==> src/design/rqa_pkg.sv <==
// -----------------------------------------------------------------------------
// rqa_pkg
// Shared types and constants for the RED queue admission block.
// -----------------------------------------------------------------------------
package rqa_pkg;

   localparam int NUM_QUEUES  = 32;
   localparam int QIDX_W      = $clog2(NUM_QUEUES);
   localparam int QUEUE_DEPTH = 4096;
   localparam int LEN_W       = 13;
   localparam int WS_W        = 4;
   localparam int PROB_W      = 16;
   localparam int RND_W       = 16;
   localparam int TIME_W      = 64;
   localparam int AVG_W       = 28;
   localparam int OUT_AVG_W   = 27;
   localparam int CNT_W       = 16;
   localparam int PROD_W      = AVG_W + PROB_W;
   localparam int CPROD_W     = CNT_W + PROB_W + 1;
   localparam int DEN_W       = CPROD_W + 1;
   localparam int FIFO_DEPTH  = 2;
   localparam int CSR_IDX_W   = 3;
   localparam int CSR_DATA_W  = 16;

   localparam logic [PROB_W-1:0]       PROB_ONE  = '1;
   localparam logic signed [CNT_W-1:0] COUNT_MAX = 16'sh7FFF;
   localparam logic signed [CNT_W-1:0] COUNT_RST = '1;

   // configuration register indexes
   localparam logic [CSR_IDX_W-1:0] CSR_MIN_TH   = 3'd0;
   localparam logic [CSR_IDX_W-1:0] CSR_MAX_TH   = 3'd1;
   localparam logic [CSR_IDX_W-1:0] CSR_WS       = 3'd2;
   localparam logic [CSR_IDX_W-1:0] CSR_MAX_PROB = 3'd3;
   localparam logic [CSR_IDX_W-1:0] CSR_CAPACITY = 3'd4;
   localparam logic [CSR_IDX_W-1:0] CSR_ECN      = 3'd5;

   typedef enum logic [1:0] {
      VERDICT_ACCEPT = 2'd0,
      VERDICT_MARK   = 2'd1,
      VERDICT_DROP   = 2'd2
   } verdict_type;

   typedef struct packed {
      logic [LEN_W-1:0]  min_th;
      logic [LEN_W-1:0]  max_th;
      logic [WS_W-1:0]   ws;
      logic [PROB_W-1:0] max_prob;
      logic [LEN_W-1:0]  capacity;
      logic              ecn;
   } cfg_type;

   // classified item handed from front to back
   typedef struct packed {
      logic [QIDX_W-1:0] qidx;
      logic [LEN_W-1:0]  qlen;
      logic              empty;
      logic [TIME_W-1:0] idle;
      logic [RND_W-1:0]  rnd;
      logic              forced;
   } item_type;

endpackage

==> src/design/rqa_fifo.sv <==
// -----------------------------------------------------------------------------
// rqa_fifo
// Short work queue between the front and back stages.
// -----------------------------------------------------------------------------
module rqa_fifo (
   input  logic              clock,
   input  logic              reset,
   input  logic              push,
   input  rqa_pkg::item_type push_item,
   input  logic              pop,
   output rqa_pkg::item_type head_item,
   output logic              full,
   output logic              empty
);

   localparam int PTR_W = $clog2(rqa_pkg::FIFO_DEPTH);
   localparam int CNT_W = $clog2(rqa_pkg::FIFO_DEPTH + 1);

   rqa_pkg::item_type mem_ff [rqa_pkg::FIFO_DEPTH];
   logic [PTR_W-1:0]  wr_ptr_ff, rd_ptr_ff;
   logic [CNT_W-1:0]  count_ff, count_in;

   assign full      = (count_ff == CNT_W'(rqa_pkg::FIFO_DEPTH));
   assign empty     = (count_ff == '0);
   assign head_item = mem_ff[rd_ptr_ff];

   always_comb begin
      count_in = count_ff;
      if (push && !pop) begin
         count_in = count_ff + 1'b1;
      end else if (pop && !push) begin
         count_in = count_ff - 1'b1;
      end
   end

   always_ff @(posedge clock) begin
      if (reset) begin
         wr_ptr_ff <= '0;
         rd_ptr_ff <= '0;
         count_ff  <= '0;
      end else begin
         count_ff <= count_in;
         if (push) begin
            wr_ptr_ff <= (wr_ptr_ff == PTR_W'(rqa_pkg::FIFO_DEPTH - 1)) ? '0 : wr_ptr_ff + 1'b1;
         end
         if (pop) begin
            rd_ptr_ff <= (rd_ptr_ff == PTR_W'(rqa_pkg::FIFO_DEPTH - 1)) ? '0 : rd_ptr_ff + 1'b1;
         end
      end
      if (push) begin
         mem_ff[wr_ptr_ff] <= push_item;
      end
   end

endmodule

==> config.mk <==
export PLATFORM = sky130hd
export DESIGN_NAME = rqa_fifo
export DESIGN_NICKNAME = d
export VERILOG_FILES = /design/src/design/rqa_pkg.sv /design/src/design/rqa_fifo.sv
export SDC_FILE = /design/constraint.sdc
export NUM_CORES = 1
export LEC_CHECK = 0
export BUFFER_PORTS_ARGS = -buffer_cell sky130_fd_sc_hd__buf_2
export CELL_PAD_IN_SITES_DETAIL_PLACEMENT = 0
export CELL_PAD_IN_SITES_GLOBAL_PLACEMENT = 2
export CORE_ASPECT_RATIO = 0.9
export CORE_MARGIN = 2
export CORE_UTILIZATION = 41
export CTS_CLUSTER_SIZE = 25
export DETAILED_ROUTE_END_ITERATION = 10
export HOLD_SLACK_MARGIN = 0.12
export PLACE_DENSITY = 0.91
export RECOVER_POWER = 100
export SLEW_MARGIN = 20
export SYNTH_ARGS = -nofsm -noshare
export SYNTH_HDL_FRONTEND = slang
export SYNTH_SLANG_ARGS = --single-unit
export TNS_END_PERCENT = 50
==> constraint.sdc <==
create_clock -name clock -period 10.38 [get_ports clock]
set_input_delay 1.038 -clock clock [delete_from_list [all_inputs] [get_ports clock]]
set_output_delay 1.038 -clock clock [all_outputs]
set_load 0.005 [all_outputs]
==> out/metrics.yaml <==
totalPowerFinal_uw: 1860
cts_htree_levels: 1
crit_fanout: 58
drtIter0Drc: 174
nNetsFinal: 660
drtPass1Iterations: 4
ant_nets: 0
cts-root-buf: "clkbuf_16"
syn_area_um2: 7460
finalHoldViolations: 0
worstSkewPairLatency_ns: 0.48
drc: 0
die_area_um2: 19300
cp.arrival_ns: 5.07
drv_slew: 309
ys_ff_latch: 205
fmax_mhz: 164
clock_skew_ns: 0.00552
antennaDiodeCount: 0
fin_cells: 809
nFillCells: 1550
holdPathEnd: "count_ff[1]"
die-height_um: 132
grt_max_degree: 59
fin_tns_setup_ns: 0
rows: 46
cp_data_required_time_ns: 9.34
clk_pin_slew_ns: 0.06
start_util: 0.421
drive_above_1_share: 0.397
status: "finished with violations"
synth_cell_types: 16
core_um2: 17700
hold-worst-slack_ns: 0.517
antenna_found_initial: 0
wire_per_inst_um: 17.0
placed_cells: 771
dp_hpwl_mm: 9.09
failed_checks: "capacitance limit, slew limit"
syn_nets: 438
whs_path_depth: 2
maxCapViolations: 6
cts_tree: "done"
r2r_start: "wr_ptr_ff"
via_per_inst: 4.67
gp_congestion: 0.721
critical_path_class: "register to primary output"
grt_pass1_wl_mm: 21.4
cts_resized: 0
avgSynthCellArea_um2: 22.4
rrSetupSlack_ns: 4.95
hp-class: "register to register"
dpl_cell_area_um2: 8710
io_pins: 206
grt-ovfl-total: 0
r2r_end: "mem_ff[1][35]"
area_growth_pct: 23.5
fin_crit_ns: 6.11
grt_use_total: 0.138
powerDensity_nw_per_um2: 202
start_kind: "register"
hold_buffers: 0
tightest_slew_ns: 3.16
cts_buffer_depth: 3
ys_warn_count: 0
io_buffers: 205
worstRegToRegCells: 2
post-route-period-util: 0.589
vdd_drop_max_uv: 114
rsz0062_at_grt: "false"
post_cts_buffers: 0
num_vias: 3780
synth_cells: 333
timing.slew.headroom: -1.11
numCtsBuffers: 22
synth-seq-area-share: 0.819
grt_pass1_vias: 4173
final_cell_area_um2: 9210
setup_viol: 0
clkSinkCount: 205
die_w_um: 146
crit_path_end_kind: "primary output"
min_from: "count_ff[1]"
wl_mm: 13.8
leakagePower_uw: 0.00319
[how the worst max path moves through the flow]
stage / slack, ns / endpoint / startpoint / cells past startpoint
floorplan: 4.42 / mem_ff[0][0] / push / 1
global placement: 7.31 / head_item[42] / register / 3
detailed placement: 7.30 / head_item[42] / register / 3
CTS: 6.76 / head_item[42] / register / 3
global route: 3.70 / head_item[1] / register / 3
finish: 4.27 / head_item[1] / register / 3
[state kept, by name, indices dropped and copies added, names as in the netlist, named ones only]
register   flops
mem_ff       200
rd_ptr_ff      1
count_ff       2
wr_ptr_ff      1
[metal layers]
layer  track usage  up-vias  wire length, um
met1         0.177     1833             5910
met5             0        -                0
li1              -     1762                -
met2         0.222      158             6250
met4        0.0405        0              291
met3        0.0519       27             1320
[cells in the final DEF (no fill, tap or decap), drive strengths merged]
cell and count:
dfxtp 5, edfxtp 200, inv 1, or3 1, xor2 2, o21ai 1, clkinvlp 1, and2 1
ha 1, buf 100, nor2 5, a21oi 1, nor2b 1, clkinv 7, xnor2 2, clkbuf 139
and2b 1, mux2 100
[power by group]
group          switching, uW  internal, uW
clock                    288           417
combinational           82.8          81.9
sequential              17.6           970
[worst max-delay path, cell delays in order, from the launching register on]
cell	delay, ns
dfxtp_1	1.59
clkbuf_1	2.27
mux2_2	0.51
clkbuf_1	0.13
[cell families after synthesis]
| kind of cell | synth area share |
|---|---|
| xor gates and xnor gates | 0.00470 |
| and+or+nand+nor | 0.00621 |
| AOI/OAI and AO/OA | 0.00134 |
| DFF | 0.819 |
| muxes | 0.151 |
| adders and majority gates | 0.00168 |
| buffers and inverters | 0.0166 |
[area by class of cell]
cell class	count	area, um2	share of cell area
sequential	205	6110	0.663
tap	240	300	0.0326
inverter	1	3.75	0.000407
timing repair buffer	209	910	0.0988
clock buffer	30	622	0.0675
clock inverter	8	40.0	0.00435
multi-input combinational	116	1230	0.134
[metrics by stage]
stage                util  worst slack, ns
global route        0.520             3.70
global placement    0.491             7.31
finish              0.520             4.27
floorplan               -             4.42
detailed placement  0.491             7.30
CTS                 0.529             6.76
[Yosys cell counts, drive strengths merged]
cell type	count	area share
and2	1	0.00084
or3	1	0.00084
edfxtp	200	0.81
a21oi	1	0.00067
o21ai	1	0.00067
nor2b	1	0.00084
ha	1	0.0017
nor2	5	0.0025
and2b	1	0.0012
xnor2	2	0.0023
xor2	2	0.0023
inv	1	0.00050
dfxtp	5	0.013
buf	11	0.016
mux2	100	0.15
Note: power is estimated with default switching activity, not from simulation.
