File: config.mk
export PLATFORM = sky130hd
export DESIGN_NAME = rqa_front
export DESIGN_NICKNAME = d
export VERILOG_FILES = /design/src/design/rqa_pkg.sv /design/src/design/rqa_front.sv
export SDC_FILE = /design/constraint.sdc
export NUM_CORES = 1
export LEC_CHECK = 0
export BUFFER_PORTS_ARGS = -buffer_cell sky130_fd_sc_hd__buf_2
export CAP_MARGIN = 20
export CORE_MARGIN = 2
export CORE_UTILIZATION = 52
export CTS_CLUSTER_SIZE = 12
export DETAILED_ROUTE_END_ITERATION = 16
export PLACE_DENSITY = 0.81
export RECOVER_POWER = 50
export SYNTH_ARGS = -nofsm -noshare
export SYNTH_HDL_FRONTEND = slang
export SYNTH_SLANG_ARGS = --single-unit
File: constraint.sdc
create_clock -name clock -period 12.3 [get_ports clock]
set_clock_uncertainty 0.05 [all_clocks]
set_input_delay 0.615 -clock clock [delete_from_list [all_inputs] [get_ports clock]]
set_output_delay 0.615 -clock clock [all_outputs]
set_load 0.005 [all_outputs]
File: src/design/rqa_pkg.sv
// -----------------------------------------------------------------------------
// rqa_pkg
// Shared types and constants for the RED queue admission block.
// -----------------------------------------------------------------------------
package rqa_pkg;

   localparam int NUM_QUEUES  = 32;
   localparam int QIDX_W      = $clog2(NUM_QUEUES);
   localparam int QUEUE_DEPTH = 4096;
   localparam int LEN_W       = 13;
   localparam int WS_W        = 4;
   localparam int PROB_W      = 16;
   localparam int RND_W       = 16;
   localparam int TIME_W      = 64;
   localparam int AVG_W       = 28;
   localparam int OUT_AVG_W   = 27;
   localparam int CNT_W       = 16;
   localparam int PROD_W      = AVG_W + PROB_W;
   localparam int CPROD_W     = CNT_W + PROB_W + 1;
   localparam int DEN_W       = CPROD_W + 1;
   localparam int FIFO_DEPTH  = 2;
   localparam int CSR_IDX_W   = 3;
   localparam int CSR_DATA_W  = 16;

   localparam logic [PROB_W-1:0]       PROB_ONE  = '1;
   localparam logic signed [CNT_W-1:0] COUNT_MAX = 16'sh7FFF;
   localparam logic signed [CNT_W-1:0] COUNT_RST = '1;

   // configuration register indexes
   localparam logic [CSR_IDX_W-1:0] CSR_MIN_TH   = 3'd0;
   localparam logic [CSR_IDX_W-1:0] CSR_MAX_TH   = 3'd1;
   localparam logic [CSR_IDX_W-1:0] CSR_WS       = 3'd2;
   localparam logic [CSR_IDX_W-1:0] CSR_MAX_PROB = 3'd3;
   localparam logic [CSR_IDX_W-1:0] CSR_CAPACITY = 3'd4;
   localparam logic [CSR_IDX_W-1:0] CSR_ECN      = 3'd5;

   typedef enum logic [1:0] {
      VERDICT_ACCEPT = 2'd0,
      VERDICT_MARK   = 2'd1,
      VERDICT_DROP   = 2'd2
   } verdict_type;

   typedef struct packed {
      logic [LEN_W-1:0]  min_th;
      logic [LEN_W-1:0]  max_th;
      logic [WS_W-1:0]   ws;
      logic [PROB_W-1:0] max_prob;
      logic [LEN_W-1:0]  capacity;
      logic              ecn;
   } cfg_type;

   // classified item handed from front to back
   typedef struct packed {
      logic [QIDX_W-1:0] qidx;
      logic [LEN_W-1:0]  qlen;
      logic              empty;
      logic [TIME_W-1:0] idle;
      logic [RND_W-1:0]  rnd;
      logic              forced;
   } item_type;

endpackage

File: src/design/rqa_front.sv
// -----------------------------------------------------------------------------
// rqa_front
// Intake stage: capture a request beat, classify it (forced drop, idle ticks)
// and push it into the work queue.
// -----------------------------------------------------------------------------
module rqa_front (
   input  logic                          clock,
   input  logic                          reset,
   input  logic                          start,
   output logic                          busy,
   input  logic [rqa_pkg::QIDX_W-1:0]    req_queue_index,
   input  logic [rqa_pkg::LEN_W-1:0]     req_queue_length,
   input  logic                          req_queue_is_empty,
   input  logic [rqa_pkg::TIME_W-1:0]    req_now_time,
   input  logic [rqa_pkg::TIME_W-1:0]    req_empty_since_time,
   input  logic [rqa_pkg::RND_W-1:0]     req_random_value,
   input  logic [rqa_pkg::LEN_W-1:0]     capacity,
   input  logic                          fifo_full,
   output logic                          push,
   output rqa_pkg::item_type             push_item
);

   logic                       stage_valid_ff, stage_valid_in;
   logic                       accept;
   logic [rqa_pkg::QIDX_W-1:0] qidx_ff;
   logic [rqa_pkg::LEN_W-1:0]  qlen_ff;
   logic                       empty_ff;
   logic [rqa_pkg::TIME_W-1:0] now_ff, since_ff;
   logic [rqa_pkg::RND_W-1:0]  rnd_ff;

   // hold off only when the stage is full and cannot drain
   assign busy   = stage_valid_ff & fifo_full;
   assign accept = start & ~busy;
   assign push   = stage_valid_ff & ~fifo_full;
   assign stage_valid_in = accept | (stage_valid_ff & ~push);

   // classify the staged beat
   always_comb begin
      push_item.qidx   = qidx_ff;
      push_item.qlen   = qlen_ff;
      push_item.empty  = empty_ff;
      push_item.idle   = now_ff - since_ff;
      push_item.rnd    = rnd_ff;
      push_item.forced = (qlen_ff >= capacity);
   end

   always_ff @(posedge clock) begin
      if (reset) begin
         stage_valid_ff <= 1'b0;
      end else begin
         stage_valid_ff <= stage_valid_in;
      end
      if (accept) begin
         qidx_ff  <= req_queue_index;
         qlen_ff  <= req_queue_length;
         empty_ff <= req_queue_is_empty;
         now_ff   <= req_now_time;
         since_ff <= req_empty_since_time;
         rnd_ff   <= req_random_value;
      end
   end

endmodule

==> impl_metrics.py, run 1 <==
metrics = {
    "run": {
        "cap_violations": 1,
    },
    "timing": {
        "min_period_ps": 4510,
        "finalWorstSetupSlack_ps": 7790,
        "fin_tns_setup_ps": 0,
        "finalSetupViolCount": 0,
        "period_share_pct": 36.7,
        "worst_pin_slew_ps": 2300,
        "rsz0062_at_grt": "no",
        "final_hold_viol_count": 0,
        "fmax_ghz": 0.222,
        "drv_slew": 30,
        "slew_headroom_pct": -53.6,
    },
    "finish": {
        "layout_commonest_cell": "buf_2",
        "nets": 1338,
        "drive_gt1_share_pct": 28.9,
        "final_cell_mix": "buf_2 (258), edfxtp_1 (163), inv_1 (96)",
        "syn_to_final_growth_pct": 23.2,
        "fill_cells": 1382,
    },
    "die": {
        "start_util_pct": 53.1,
        "ios": 282,
        "core_um2": 17300,
        "rows": 48,
        "die-area_um2": 18700,
        "dieHeight_um": 137,
        "die_w_um": 137,
    },
    "logic_synthesis": {
        "yosysWarnings": 0,
        "synth_area_um2": 9180,
        "ys_seq_elements": 164,
        "syn_inst": 805,
        "synth_edf_count": 163,
        "synth_flop_cell": "edfxtp_1",
        "syn_area_per_cell_um2": 11.4,
        "ys_seq_area_share_pct": 53.5,
        "syn-num-nets": 1062,
        "ys_types": 58,
        "async_reset_ff_share_pct": 0,
    },
    "pwr": {
        "p_int_mw": 1.07,
        "clockPowerShare_pct": 33.0,
        "p_sw_uw": 451,
        "powerDensity_nw_per_um2": 135,
        "ir_worst_vdd_uv": 104,
        "comb_power_share_pct": 23.5,
        "seq_power_share_pct": 43.5,
        "total_leakage_power_nw": 5.05,
        "swShare_pct": 29.6,
    },
    "setup_path": {
        "cp_max_fo": 3,
        "path_buf_inv": 2,
        "critPathKind": "flop to primary output",
        "critPathTopFamily": "compound AO/OA/AOI/OAI gates",
        "cp.required_ps": 11640,
        "crit_path_frequent_cell": "o21ai_1",
        "crit_path_start": "now_ff[0]",
        "crit_slowest_cell": "o31ai_1",
        "worst_setup_path_end_kind": "primary output",
        "crit_chain": "inv_1 > ha_1 > fa_1 > nand2b_1 > a21oi_1 > o21ai_1 > o21ai_1 > a21oi_2 > o31ai_1 > a221oi_2 > o21ai_1 > a21oi_1 > xnor2_1 > buf_2",
        "cp.arrival_ps": 3850,
        "worstReg2RegStart": "stage_valid_ff",
        "startpoint_type": "flop",
        "max_stage_delay_ps": 450,
    },
    "detailed_routing": {
        "drt_wl_total_um": 21300,
        "drc": 0,
        "num_vias": 7062,
        "routed_via_density": 5.35,
        "ant_nets": 0,
        "drt_pass1_iterations": 4,
        "drt_iter0_drc": 404,
        "wl_per_cell_um": 16.2,
    },
    "clock_network": {
        "post_cts_resized": 0,
        "path_clk_slew_ps": 70,
        "clock_sinks": 164,
        "post_cts_buffers": 0,
        "cts_buffer_depth": 2,
        "cts_tree": "built",
        "cts_hold_buf": 0,
        "root_buffer": "clkbuf_16",
        "h-tree-depth": 4,
        "clock_latency_ps": 430,
        "cts_inserted_buffers": 17,
    },
    "grt": {
        "grt_usage_pct": 22.5,
        "grt_max_degree": 88,
        "grt_pass1_vias": 6833,
        "antenna_found_initial": 2,
        "gr-total-overflow": 0,
        "grt_pass1_wl_um": 32300,
    },
    "placed_design": {
        "dp_slack_ps": 8310,
        "dpl.hpwl_um": 16500,
        "numPortBuffers": 281,
        "place.gp.congestion": 0.871,
    },
    "run_status": {
        "violations": "capacitance limit, slew limit",
        "outcome": "complete, but fails checks",
    },
    "worst_hold_path": {
        "hold_path_startpoint": "reset",
        "hp-class": "input pin to flop",
    },
}
-- final cells by class --
class	instances	area (um2)	area share (%)
flip-flops and latches	164	4910	43.5
multi-input cells	518	3790	33.5
repair buffers	284	1410	12.5
clock buffers	17	425	3.76
inverters	96	360	3.19
well taps	225	282	2.49
clock inverters	15	120	1.06
diodes	1	2.50	0.0221
-- worst reg2reg max path, cell delays in order (launching register included) --
cell	delay, ps
dfxtp_1	300
and2_0	180
nor2b_1	1710
buf_4	730
buf_12	320
-- routing by layer --
layer / wire, um / GRT usage (%)
met4: 659 / 9.74
met5: 0 / 0
met3: 1620 / 6.19
met2: 10200 / 36.8
met1: 8890 / 28.0
-- per-stage QoR --
stage	hold WS [ps]	area (um2)	std cells	util, %	power [mW]
floorplan	546	9180	805	-	0.898
global placement	604	10800	1286	62.3	1.03
finish	285	11300	1320	65.4	1.53
global route	284	11300	1320	65.4	1.59
CTS	269	11300	1318	65.5	1.53
detailed placement	636	10800	1286	62.3	1.03
-- cells in the mapped netlist (all sizes together), types with 20 or more instances --
master | count | area [um2]
nand2 | 52 | 195
a21o | 28 | 210
edfxtp | 163 | 4890
xor2 | 24 | 210
ha | 76 | 951
a21oi | 81 | 420
nor2 | 33 | 124
xnor2 | 38 | 333
nand4 | 23 | 144
clkbuf | 20 | 75.1
o21ai | 41 | 213
inv | 96 | 360
-- worst paths after layout --
| check | to | slack, ps | cells past startpoint |
|---|---|---|---|
| min | stage_valid_ff | 290 | 2 |
| max reg2reg | now_ff[21] | 8670 | 4 |
| max | push_item[77] | 7790 | 14 |
| min reg2reg | stage_valid_ff | 620 | 3 |
-- power groups by stage --
stage	Combinational, mW	Clock [mW]	Sequential, mW
floorplan	0.216	0	0.683
global placement	0.350	0	0.675
detailed placement	0.356	0	0.676
CTS	0.358	0.512	0.665
global route	0.393	0.529	0.667
finish	0.358	0.503	0.664
-- cells by family (layout without fill, tap and decap cells) --
logic type	after synthesis	after routing	share of synthesized area, %
AOI/OAI and AO/OA	214	214	16.0
and+or+nand+nor	165	165	8.78
DFF	164	164	53.5
buffers and inverters	123	412	5.15
adders and majority gates	77	77	10.6
xor gates and xnor gates	62	62	5.92
other	0	1	0
-- registers in the layout, indices dropped and copies added, names as in the netlist --
name,count
qlen_ff,13
rnd_ff,16
since_ff,64
now_ff,64
empty_ff,1
stage_valid_ff,1
qidx_ff,5
Note: power is estimated with default switching activity, not from simulation.
==> run 2, diff against run 1 <==
--- a/config.mk
+++ b/config.mk
@@ -5,13 +5,14 @@
 export SDC_FILE = /design/constraint.sdc
 export NUM_CORES = 1
 export LEC_CHECK = 0
+export ABC_AREA = 1
 export BUFFER_PORTS_ARGS = -buffer_cell sky130_fd_sc_hd__buf_2
 export CAP_MARGIN = 20
 export CORE_MARGIN = 2
-export CORE_UTILIZATION = 52
+export CORE_UTILIZATION = 55
 export CTS_CLUSTER_SIZE = 12
 export DETAILED_ROUTE_END_ITERATION = 16
-export PLACE_DENSITY = 0.81
+export PLACE_DENSITY = 0.82
 export RECOVER_POWER = 50
 export SYNTH_ARGS = -nofsm -noshare
 export SYNTH_HDL_FRONTEND = slang
==> constraint.sdc (replaced) <==
create_clock -name clock -period 4.25 [get_ports clock]
set_clock_uncertainty 0.05 [all_clocks]
set_input_delay 0.2125 -clock clock [delete_from_list [all_inputs] [get_ports clock]]
set_output_delay 0.2125 -clock clock [all_outputs]
set_load 0.005 [all_outputs]
==> impl_metrics.py, run 2 <==
metrics = {
    "run_status": {
        "outcome": "complete, but fails checks",
        "violations": "capacitance limit, slew limit",
    },
    "die": {
        "start_util_pct": 55.6,
        "dieHeight_um": 149,
        "ios": 282,
        "die-area_um2": 22300,
        "core_um2": 20900,
        "rows": 53,
        "die_w_um": 149,
    },
    "clock_network": {
        "cts_inserted_buffers": 17,
        "cts_tree": "built",
        "post_cts_resized": 0,
        "h-tree-depth": 4,
        "path_clk_slew_ps": 90,
        "cts_buffer_depth": 2,
        "clock_latency_ps": 460,
        "clock_sinks": 164,
        "root_buffer": "clkbuf_16",
    },
    "setup_path": {
        "crit_slowest_cell": "clkbuf_2",
        "cp.arrival_ps": 3270,
        "cp.required_ps": 4200,
        "critPathKind": "flop to flop",
        "rr_worst_depth": 4,
        "cp_max_fo": 113,
        "max_stage_delay_ps": 1950,
        "startpoint_type": "flop",
        "worst_setup_path_end_kind": "flop",
        "crit_chain": "nand2_1 > inv_1 > nor2_1 > clkbuf_2",
    },
    "timing": {
        "fmax_ghz": 0.301,
        "final_hold_viol_count": 0,
        "period_share_pct": 78.1,
        "rsz0062_at_grt": "no",
        "worst_pin_slew_ps": 2870,
        "fin_tns_setup_ps": 0,
        "slew_headroom_pct": -91.4,
        "drv_slew": 114,
        "finalSetupViolCount": 0,
        "min_period_ps": 3320,
    },
    "finish": {
        "layout_commonest_cell": "nand2_1",
        "syn_to_final_growth_pct": 33.9,
        "drive_gt1_share_pct": 18.3,
        "seq_area_um2": 4910,
        "fill_cells": 1562,
        "multi_input_area_um2": 5170,
        "nets": 2299,
        "final_cell_mix": "nand2_1 (580), inv_1 (387), buf_2 (234)",
        "final_cell_count_no_fill": 2331,
        "reg_top3": "now_ff x64, since_ff x64, rnd_ff x16",
        "stdcell_area_um2": 15500,
    },
    "grt": {
        "antenna_found_initial": 0,
        "grt_max_degree": 114,
        "grt_usage_pct": 36.0,
        "gr-total-overflow": 0,
        "grt_pass1_wl_um": 61000,
        "grt_pass1_vias": 12000,
    },
    "logic_synthesis": {
        "ys_types": 32,
        "yosys-top-cells-area": "edfxtp_1 (42%), nand2_1 (19%), inv_1 (13%)",
        "synth_top_cell_area_share_pct": 42.1,
        "syn_area_per_cell_um2": 7.36,
        "ys_seq_elements": 164,
        "async_reset_ff_share_pct": 0,
        "syn_inst": 1577,
        "synth.largest_area_cell": "edfxtp_1",
        "yosysWarnings": 0,
        "syn-num-nets": 1834,
        "synth_common_cells": "nand2_1 (580), inv_1 (387), edfxtp_1 (163)",
        "synth_area_um2": 11600,
        "synth_flop_cell": "edfxtp_1",
        "post-synth-top-count-cell": "nand2_1",
        "synth_edf_count": 163,
        "ys_seq_area_share_pct": 42.3,
    },
    "detailed_routing": {
        "ant_nets": 0,
        "routed_via_density": 5.07,
        "wl_per_cell_um": 17.1,
        "drt_wl_total_um": 39800,
        "num_vias": 11800,
        "drt_iter0_drc": 1009,
        "drt_pass1_iterations": 6,
        "drc": 0,
    },
    "worst_hold_path": {
        "hp-class": "input pin to flop",
        "holdPathStages": 2,
    },
    "placed_design": {
        "place.gp.congestion": 0.972,
        "dpl.hpwl_um": 27500,
        "numPortBuffers": 281,
        "dp_cells": 2133,
        "place_area_um2": 13400,
    },
    "pwr": {
        "ir_worst_vdd_uv": 290,
        "total_leakage_power_nw": 8.43,
        "powerDensity_nw_per_um2": 321,
    },
    "run": {
        "cap_violations": 1,
    },
}
[run 2: cell count changes in the layout (fill, tap and decap cells not counted), moves of 28 or more]
cell / change
inv_1: +291
xnor2_1: -37
nand2_2: +48
a21o_1: -28
a21oi_1: -30
nor2_1: +60
nand2_1: +528
dlygate4sd3_1: +165
nand3_1: +39
[run 2: logic make-up after synthesis]
family          count (synthesis)  synth area share [%]
simple gates                  843                  31.2
buf+inv                       406                  13.2
flops                         164                  42.3
fa+ha+maj                      77                  8.36
compound gates                 55                  2.55
xor+xnor                       32                  2.41
[run 2: what timing repair did]
item | 4_1_cts | 5_1_grt
hold buffers | 165 | 0
endpoints found under the hold margin | 164 | 0
setup buffers | 0 | 0
[run 2: area by class of cell]
| type | count | share of cell area [%] |
|---|---|---|
| diodes | 1 | 0.0161 |
| clock buffers | 17 | 2.74 |
| clock inverters | 15 | 1.07 |
| inverters | 404 | 9.75 |
| multi-input cells | 1007 | 33.2 |
| flip-flops and latches | 164 | 31.6 |
| well taps | 275 | 2.21 |
| repair buffers | 448 | 19.4 |
[run 2: power breakdown]
part | internal, mW | switching [mW] | leakage (nW) | total, mW
Sequential | 1.90 | 0.0363 | 1.59 | 1.93
Clock | 0.789 | 0.812 | 0.288 | 1.60
Combinational | 0.561 | 0.898 | 6.56 | 1.46
Total | 3.25 | 1.75 | 8.43 | 4.99
[run 2: path summary, 6_finish.rpt]
kind | slack, ps | to | startpoint
setup / recovery | 930 | since_ff[5] | stage_valid_ff
hold / removal | 400 | since_ff[47] | req_empty_since_time[47]
setup reg to reg | 930 | since_ff[5] | stage_valid_ff
hold reg to reg | 1070 | stage_valid_ff | stage_valid_ff
[run 2: stage by stage]
step / total power, mW / hold WS (ps) / util, % / setup WS, ps
after floorplan: 2.73 / 232 / - / 938
after global placement: 3.23 / 317 / 64.1 / 1830
after detailed placement: 3.25 / 323 / 64.1 / 1750
after CTS: 4.93 / 398 / 74.8 / 1280
after global routing: 5.19 / 407 / 74.4 / 789
final: 4.99 / 403 / 74.4 / 931
[run 2: worst max-delay path: cells and delay by family, from the launching register on]
kind	cells	cell delay, ps
simple gates	2	240
flops	1	330
buf+inv	2	2030
[run 2: routing by layer]
layer  vias to the layer above  share of wire [%]  GRT usage (%)
met1                      5395                 40           45.1
met4                         0                3.0           13.5
met5                         -                  0              0
met3                        89                8.0           5.96
li1                       5709                  -              -
met2                       622                 49           62.6
